<file path="src/design/hktm_pkg.sv">
// shared types and constants for the held key table and key matrix
`default_nettype none
package hktm_pkg;

	localparam int TABLE_DEPTH = 64;
	localparam int CNT_W       = $clog2(TABLE_DEPTH + 1);
	localparam int KEY_W       = 16;
	localparam int POS_W       = 6;
	localparam int MATRIX_W    = 64;
	localparam int COUNT_OUT_W = 7;
	localparam logic [POS_W-1:0] SHIFT_POS = 6'd56;

	typedef enum logic [1:0] {
		FUNC_PRESS   = 2'd0,
		FUNC_RELEASE = 2'd1,
		FUNC_CLEAR   = 2'd2
	} func_t;

	typedef enum logic [1:0] {
		ST_IDLE,
		ST_WALK,
		ST_DONE
	} state_t;

	// matrix code of one press: valid, shifted, position
	typedef struct packed {
		logic             valid;
		logic             shift;
		logic [POS_W-1:0] pos;
	} code_t;

	// one held-key table entry
	typedef struct packed {
		logic [KEY_W-1:0] id;
		code_t            code;
	} entry_t;

	// search token passed from cell to cell
	typedef struct packed {
		logic  tok;
		logic  found;
		code_t code;
	} tok_t;

	// per-cell control from the top level
	typedef struct packed {
		logic occ;
		logic app;
	} cell_ctl_t;

endpackage
`default_nettype wire

</file>
<file path="src/design/held_key_table_matrix_top.sv">
// top level: held key table as a chain of cells plus the 8x8 key matrix
//
// channel   dir  width  handshake              contents
// s_*       in   32     s_tvalid & s_tready    one key event
// m_*       out  72     m_tvalid & m_tready    matrix, held count, full flag
//
// press and release step through: accept, then the search token
// walks the cell chain (one cell per cycle), then the token leaves the last
// cell, then the block updates and loads the result
// clear and unused codes skip the walk; a waiting result holds the block in its
// final step until taken, and the next event is accepted once the result is loaded
// arst_n clears the held count, the matrix and all handshake state; table
// entries are not cleared, only entries below the held count are ever looked at
`default_nettype none
module held_key_table_matrix_top
	import hktm_pkg::*;
(
	input  wire logic        clk,
	input  wire logic        arst_n,
	input  wire logic        s_tvalid,
	output logic             s_tready,
	// [1:0] func, [17:2] host_key, [18] code_valid, [24:19] matrix_pos,
	// [25] with_shift, [31:26] zero
	input  wire logic [31:0] s_tdata,
	output logic             m_tvalid,
	input  wire logic        m_tready,
	// [63:0] matrix_bits, [70:64] held_count, [71] table_full
	output logic [71:0]      m_tdata
);

	// control
	state_t state_q, state_d;
	logic   start_q;
	logic   load_out;
	logic   accept;
	logic   walk_func;

	// current item
	func_t            in_func;
	func_t            func_q;
	logic [KEY_W-1:0] key_q;
	code_t            code_item_q;

	// architectural state
	logic [CNT_W-1:0]    count_q, count_d;
	logic [MATRIX_W-1:0] matrix_q, matrix_d;
	logic                dropped;
	logic                append;

	// result register
	logic                   m_tvalid_q;
	logic [MATRIX_W-1:0]    out_matrix_q;
	logic [COUNT_OUT_W-1:0] out_count_q;
	logic                   out_full_q;

	// cell chain wiring
	tok_t      tok_w [TABLE_DEPTH+1];
	entry_t    entry_w [TABLE_DEPTH];
	cell_ctl_t ctl_w [TABLE_DEPTH];
	entry_t    app_entry;
	tok_t      walk_res;

	assign in_func   = func_t'(s_tdata[1:0]);
	assign walk_func = (in_func == FUNC_PRESS) || (in_func == FUNC_RELEASE);
	assign accept    = s_tvalid && s_tready;
	assign walk_res  = tok_w[TABLE_DEPTH];

	// token enters the first cell in the cycle after accept, with nothing found yet
	assign tok_w[0].tok   = start_q;
	assign tok_w[0].found = 1'b0;
	assign tok_w[0].code  = code_item_q;

	assign app_entry.id   = key_q;
	assign app_entry.code = code_item_q;

	genvar gi;
	generate
		for (gi = 0; gi < TABLE_DEPTH; gi++) begin : g_cell
			entry_t right_e;
			if (gi == TABLE_DEPTH - 1) begin : g_last
				assign right_e = entry_w[gi];
			end else begin : g_mid
				assign right_e = entry_w[gi+1];
			end
			// occupied below the held count; a new key lands at the held count
			assign ctl_w[gi].occ = CNT_W'(gi) < count_q;
			assign ctl_w[gi].app = append && (CNT_W'(gi) == count_q);

			hktm_cell u_cell (
				.clk        (clk),
				.arst_n     (arst_n),
				.tok_in     (tok_w[gi]),
				.tok_out    (tok_w[gi+1]),
				.right      (right_e),
				.entry      (entry_w[gi]),
				.key        (key_q),
				.release_op (func_q == FUNC_RELEASE),
				.ctl        (ctl_w[gi]),
				.app_entry  (app_entry)
			);
		end
	endgenerate

	// sequencing
	always_ff @(posedge clk or negedge arst_n) begin
		if (!arst_n) begin
			state_q <= ST_IDLE;
			start_q <= 1'b0;
		end else begin
			state_q <= state_d;
			start_q <= accept && walk_func;
		end
	end

	always_comb begin
		state_d  = state_q;
		s_tready = 1'b0;
		load_out = 1'b0;
		case (state_q)
			ST_IDLE: begin
				s_tready = 1'b1;
				if (s_tvalid) begin
					state_d = walk_func ? ST_WALK : ST_DONE;
				end
			end
			ST_WALK: begin
				// token has left the last cell
				if (walk_res.tok) begin
					state_d = ST_DONE;
				end
			end
			ST_DONE: begin
				if (!m_tvalid_q || m_tready) begin
					load_out = 1'b1;
					state_d  = ST_IDLE;
				end
			end
			default: begin
				state_d = ST_IDLE;
			end
		endcase
	end

	// item capture
	always_ff @(posedge clk) begin
		if (accept) begin
			func_q            <= in_func;
			key_q             <= s_tdata[17:2];
			code_item_q.valid <= s_tdata[18];
			code_item_q.pos   <= s_tdata[24:19];
			code_item_q.shift <= s_tdata[25];
		end
	end

	// table count and matrix update, applied in the final step
	always_comb begin
		count_d  = count_q;
		matrix_d = matrix_q;
		dropped  = 1'b0;
		append   = 1'b0;
		case (func_q)
			FUNC_PRESS: begin
				if (!walk_res.found) begin
					if (count_q < CNT_W'(TABLE_DEPTH)) begin
						append  = load_out;
						count_d = count_q + CNT_W'(1);
					end else begin
						dropped = 1'b1;
					end
				end
				if (code_item_q.valid) begin
					matrix_d = matrix_d | (MATRIX_W'(1) << code_item_q.pos);
					if (code_item_q.shift) begin
						matrix_d = matrix_d | (MATRIX_W'(1) << SHIFT_POS);
					end else if (code_item_q.pos != SHIFT_POS) begin
						// the shift key itself never clears its own bit
						matrix_d = matrix_d & ~(MATRIX_W'(1) << SHIFT_POS);
					end
				end
			end
			FUNC_RELEASE: begin
				if (walk_res.found) begin
					count_d = count_q - CNT_W'(1);
					if (walk_res.code.valid) begin
						matrix_d = matrix_d & ~(MATRIX_W'(1) << walk_res.code.pos);
						if (walk_res.code.shift) begin
							matrix_d = matrix_d & ~(MATRIX_W'(1) << SHIFT_POS);
						end
					end
				end
			end
			FUNC_CLEAR: begin
				matrix_d = '0;
			end
			default: begin
				// unused code leaves everything as is
			end
		endcase
	end

	always_ff @(posedge clk or negedge arst_n) begin
		if (!arst_n) begin
			count_q    <= '0;
			matrix_q   <= '0;
			m_tvalid_q <= 1'b0;
		end else begin
			if (load_out) begin
				count_q    <= count_d;
				matrix_q   <= matrix_d;
				m_tvalid_q <= 1'b1;
			end else if (m_tready) begin
				m_tvalid_q <= 1'b0;
			end
		end
	end

	// result payload
	always_ff @(posedge clk) begin
		if (load_out) begin
			out_matrix_q <= matrix_d;
			out_count_q  <= COUNT_OUT_W'(count_d);
			out_full_q   <= dropped;
		end
	end

	assign m_tvalid = m_tvalid_q;
	assign m_tdata  = {out_full_q, out_count_q, out_matrix_q};

endmodule
`default_nettype wire

</file>
<file path="src/design/hktm_cell.sv">
// one held-key table cell: stores an entry, checks the passing token, shifts on removal
`default_nettype none
module hktm_cell
	import hktm_pkg::*;
(
	input  wire logic             clk,
	input  wire logic             arst_n,
	input  wire tok_t             tok_in,
	output tok_t                  tok_out,
	input  wire entry_t           right,
	output entry_t                entry,
	input  wire logic [KEY_W-1:0] key,
	input  wire logic             release_op,
	input  wire cell_ctl_t        ctl,
	input  wire entry_t           app_entry
);

	entry_t entry_q;
	logic   tok_q;
	logic   found_q;
	code_t  code_q;
	logic   match;

	// first listed entry with this key
	assign match = ctl.occ && !tok_in.found && (entry_q.id == key);

	always_ff @(posedge clk or negedge arst_n) begin
		if (!arst_n) begin
			tok_q   <= 1'b0;
			found_q <= 1'b0;
		end else begin
			tok_q <= tok_in.tok;
			if (tok_in.tok) begin
				found_q <= tok_in.found || match;
			end
		end
	end

	always_ff @(posedge clk) begin
		if (tok_in.tok) begin
			code_q <= match ? entry_q.code : tok_in.code;
		end
	end

	// removal closes the gap: cells from the match onward take the right neighbor
	always_ff @(posedge clk) begin
		if (ctl.app) begin
			entry_q <= app_entry;
		end else if (tok_in.tok && release_op && (tok_in.found || match)) begin
			entry_q <= right;
		end
	end

	assign tok_out.tok   = tok_q;
	assign tok_out.found = found_q;
	assign tok_out.code  = code_q;
	assign entry         = entry_q;

endmodule
`default_nettype wire

</file>
<file path="config.mk">
export PLATFORM = sky130hd
export DESIGN_NAME = held_key_table_matrix_top
export DESIGN_NICKNAME = d
export VERILOG_FILES = /design/src/design/hktm_pkg.sv /design/src/design/held_key_table_matrix_top.sv /design/src/design/hktm_cell.sv
export SDC_FILE = /design/constraint.sdc
export NUM_CORES = 2
export LEC_CHECK = 0
export BUFFER_PORTS_ARGS = -buffer_cell sky130_fd_sc_hd__buf_2
export CORE_MARGIN = 2
export CORE_UTILIZATION = 45
export DETAILED_ROUTE_END_ITERATION = 12
export GPL_TIMING_DRIVEN = 0
export MAX_ROUTING_LAYER = met4
export PLACE_DENSITY = 0.58
export SLEW_MARGIN = 20
export SYNTH_ARGS = -nofsm -noshare
export SYNTH_HDL_FRONTEND = slang
export SYNTH_SLANG_ARGS = --single-unit
</file>
<file path="constraint.sdc">
create_clock -name clk -period 10.31 [get_ports clk]
set_clock_uncertainty 0.1 [all_clocks]
set_input_delay 0 -clock clk [delete_from_list [all_inputs] [get_ports clk]]
set_output_delay 0 -clock clk [all_outputs]
set_load 0.01 [all_outputs]
</file>
==> out/metrics.sh <==
NUMBER_OF_GLOBAL_ROUTE_VIAS_BEFORE_REPAIR=73690
LAYOUT_MIN_CYCLE_TIME_PS=6561
CTS.REPAIR.RESIZED=0
POST-PLACE-CELLS=11620
CRITPATHSLOWESTCELL='sky130_fd_sc_hd__nor2_1'
ANTENNA_VIOLATIONS_BEFORE_REPAIR=95
PLACEABLE_AREA_UM2=249100
DIE_HEIGHT_UM=505.2
SLEW_HEADROOM_PCT=9.436
H-TREE-DEPTH=5
NETLIST-CELL-TYPE-COUNT=74
FRACTION_OF_LAYOUT_INSTANCES_USING_A_DRIVE_STRENGTH_ABOVE_1_PCT=32.75
WORST-ENDPOINT-ARRIVAL_PS=7020
TIMING_LIMITED_MAXIMUM_FREQUENCY_MHz=152.4
CRITICAL_PATH.MOST_COMMON_CELL='sky130_fd_sc_hd__buf_2'
WORST_SETUP_PATH_START_KIND='flop'
NNETSFINAL=8675
RUN_STATUS='finished, final reports clean'
FLOORPLAN.DIE_AREA_UM2=255200
CRIT_PATH_CELL_TRACE='buf_2, buf_1, inv_1, ha_1, clkbuf_1, nand4_1, nor2_1, buf_2, a21o_1, o31a_2'
START_UTIL_PCT=45.37
FINALSETUPTNS_PS=0
DRT-WIRELENGTH-PER-CELL_UM=42.68
SYNTH-ADDER-AREA-SHARE_PCT=0.07749
VIAS=77850
AREAGROWTHSYNTHTOFINISH_PCT=16.10
CLOCK_INSERTION_DELAY_WORST_SKEW_PS=950
YOSYS.AREA_SHARE.SIMPLE_PCT=8.227
SYNTH_FF_TYPE='sky130_fd_sc_hd__edfxtp_1'
GRT_MAX_DEGREE=69
WORST_PATH_LARGEST_CELL_DELAY_PS=1210
NUMBER_OF_BUFFERS_CREATED_BY_CTS=283
TIMING.FINAL.MAX_SLEW_VIOLATIONS=0
HOLD_PATH.CLASS='primary input to flop'
POST-ROUTE-DRC-COUNT=0
FINAL_CRITICAL_PATH_SETUP_SLACK_PS=3749
WORST_SETUP_HOLD_PATH_CLK_SLEW_PS=60
ROWS=183
SYNTH_NET_COUNT=8094
POST_CTS_BUFFERS=0
GRT_SETUP_UNREPAIRED='false'
MULTIPLEXER_SHARE_OF_THE_SYNTHESIZED_AREA_PCT=17.10
SETUP_VIOL_COUNT_FINAL=0
CLOCK_SINK_COUNT=2349
FINAL_CORE_UTILIZATION_PCT=52.67
POSTSYNTHREGISTERBITS=2349
IO-PIN-COUNT=110
CRITPATHREQUIREDTIME_PS=10760
DETAIL_ROUTE.FIRST_PASS.ITERATIONS=8
DETAILEDPLACEMENTHPWL_MM=372.3
SYNTH_XOR_XNOR_AREA_SHARE_PCT=7.989
NUMBER_OF_CELLS_PRODUCED_BY_SYNTHESIS=8051
PORT_BUFFERS=103
DETAILEDROUTE.FIRSTITERATIONVIOLATIONS=12290
ROOT_BUFFER='sky130_fd_sc_hd__clkbuf_16'
MAXCAPVIOLATIONS=0
ASYNCSETRESETFLOPFRACSYNTH_PCT=8.642
TRITONCTS='done'
POWER_PER_CELL_AREA_nW_PER_UM2=198.8
CHIPWIDTH_UM=505.2
FIN_CRIT_SH_PCT=63.64
SYNTH-COMPOUND-AREA-SHARE_PCT=2.806
CRIT_FANOUT=24
SYNTH_TOP_FAMILY_BY_AREA='multiplexers'
SYNTH_WARNINGS=0
FINALWIRELENGTH_MM=522.2
CTS_BUFFER_DEPTH=4
CRITICAL_PATH.ENDPOINT_TYPE='flop'
GRT_REMAINING_OVERFLOW=0
CPLARGESTDELAYFAMILY='buffers and inverters'
POWER.LEAKAGE_nW=44.50
POST_LAYOUT_NONFILLER_INSTANCES=12230
ANT_NETS=0
HOLDWS_PS=70.32
PLACE_CONGESTION=1.059
POST_DRT_VIA_CELL_RATIO=6.363
CRITPATHKIND='flop to flop'
SYNTH-EDFF-COUNT=2146
POSTSYNTHAREAPERCELL_UM2=14.04
YOSYSSEQAREASHARE_PCT=61.51
WORSTMARGINPINSLEW_PS=1358
GLOBALROUTETOTALUTIL_PCT=41.20
SUMMED_INSTANCE_AREA_OF_THE_SYNTHESIZED_NETLIST_UM2=113000
VDD_IR_DROP_MAX_uV=184.6
FINAL_HOLD_VIOLATING_ENDPOINTS=0
PATH_BUF_INV=5
PLACE_WORST_SETUP_SLACK_PS=3766
WIRE_LENGTH_OF_THE_FIRST_GLOBAL_ROUTING_PASS_MM=683.7
-- routing by layer --
metal	wire length, um	global-route usage [%]	vias to the layer above
li1	-	-	30870
met1	205000	53.99	40310
met2	217400	56.27	5406
met3	63850	12.88	1260
met4	35910	23.35	0
met5	0	-	-
-- cell type report --
type | instances | area, um^2
fill | 21110 | 117900
sequential | 2349 | 69520
multi-input combinational | 5124 | 41990
clock buffer | 368 | 7654
tap | 3330 | 4167
timing repair buffer | 296 | 3870
buffer | 549 | 2700
clock inverter | 121 | 1040
antenna | 68 | 170.2
inverter | 29 | 108.9
-- tightest hold or removal path, stage by stage --
cell and delay, ps:
sky130_fd_sc_hd__dlygate4sd3_1 520, sky130_fd_sc_hd__buf_2 130, sky130_fd_sc_hd__nor2b_1 170, sky130_fd_sc_hd__a21oi_1 180, sky130_fd_sc_hd__o21ai_0 70
-- power breakdown --
group / switching (mW) / internal [mW] / leakage [nW] / total [mW]
logic: 3.77 / 1.24 / 18.7 / 5.01
clock network: 4.17 / 5.56 / 4.26 / 9.74
registers: 0.462 / 10.9 / 21.5 / 11.3
total: 8.41 / 17.7 / 44.5 / 26.1
-- logic make-up after synthesis --
family,Yosys count
compound gates,457
xor+xnor,1031
fa+ha+maj,7
buf+inv,578
flops,2349
mux,1716
simple gates,1913
-- sequential cells by signal, summed over array words and instances (netlist names) --
signal and count:
key_q 16, matrix_q 64, g_cell.u_cell.tok_out 512, count_q 7, g_cell.u_cell.tok_q 64, out_count_q 7, func_q 2, start_q 1
m_tvalid 1, g_cell.u_cell.entry 1536, app_entry 8, g_cell.u_cell.found_q 64, out_full_q 1, out_matrix_q 64, state_q 2
-- cells in the mapped netlist (all sizes together), types with 27 or more instances --
cell | n | area [um^2]
edfxtp | 2146 | 64440
mux2 | 1715 | 19310
nand2 | 1179 | 4431
xnor2 | 618 | 5413
xor2 | 413 | 3617
clkbuf | 297 | 1117
buf | 252 | 1369
dfrtp | 203 | 5080
nand4 | 160 | 1001
nor4 | 148 | 1353
a21oi | 125 | 629.4
nor2 | 98 | 367.9
nand3 | 84 | 460.4
nand2b | 80 | 500.5
nor3 | 68 | 500.5
o22a | 53 | 464.2
a31oi | 43 | 269.0
o21ai | 41 | 205.2
o31a | 40 | 350.3
a211oi | 38 | 285.3
a21o | 27 | 202.7
inv | 27 | 101.3
-- path summary, 6_finish.rpt --
path                                    from                     endpoint  slack, ps  cells past startpoint
worst max-delay path              count_q[1]  g_cell[32].u_cell.entry[22]       3750                     10
max in group asynchronous             arst_n      g_cell[28].u_cell.tok_q       8210                      7
min in group asynchronous             arst_n      g_cell[55].u_cell.tok_q        580                      5
worst min register to register  app_entry[4]   g_cell[63].u_cell.entry[4]        380                      0
worst max register to register    count_q[1]  g_cell[32].u_cell.entry[22]       3750                     10
worst min-delay path                m_tready                   state_q[1]         70                      5
-- stage by stage --
step	power [mW]	instance area, um^2
finish	26.09	131200
global placement	15.80	117700
detailed placement	16.20	121600
global route	26.32	131100
CTS	25.79	130900
floorplan	13.10	113000
-- cells in the final DEF, fill, tap and decap left out, types with 59 or more instances in the layout --
| master | n |
|---|---|
| sky130_fd_sc_hd__diode_2 | 68 |
| sky130_fd_sc_hd__dfrtp_1 | 202 |
| sky130_fd_sc_hd__xor2_1 | 413 |
| sky130_fd_sc_hd__nand4_1 | 160 |
| sky130_fd_sc_hd__clkbuf_16 | 285 |
| sky130_fd_sc_hd__a21oi_1 | 122 |
| sky130_fd_sc_hd__xnor2_1 | 618 |
| sky130_fd_sc_hd__nand2b_1 | 80 |
| sky130_fd_sc_hd__dlygate4sd3_1 | 59 |
| sky130_fd_sc_hd__clkbuf_2 | 119 |
| sky130_fd_sc_hd__nand2_1 | 1176 |
| sky130_fd_sc_hd__edfxtp_1 | 2146 |
| sky130_fd_sc_hd__mux2_2 | 1707 |
| sky130_fd_sc_hd__clkbuf_1 | 227 |
| sky130_fd_sc_hd__nor4_1 | 87 |
| sky130_fd_sc_hd__nand3_1 | 75 |
| sky130_fd_sc_hd__nor2_1 | 95 |
| sky130_fd_sc_hd__buf_2 | 307 |
-- repair_timing --
item	CTS	global route
endpoints found under the setup margin	0	0
hold buffers	60	0
hold endpoints to repair	259	0
Note: power is estimated with default switching activity, not from simulation.
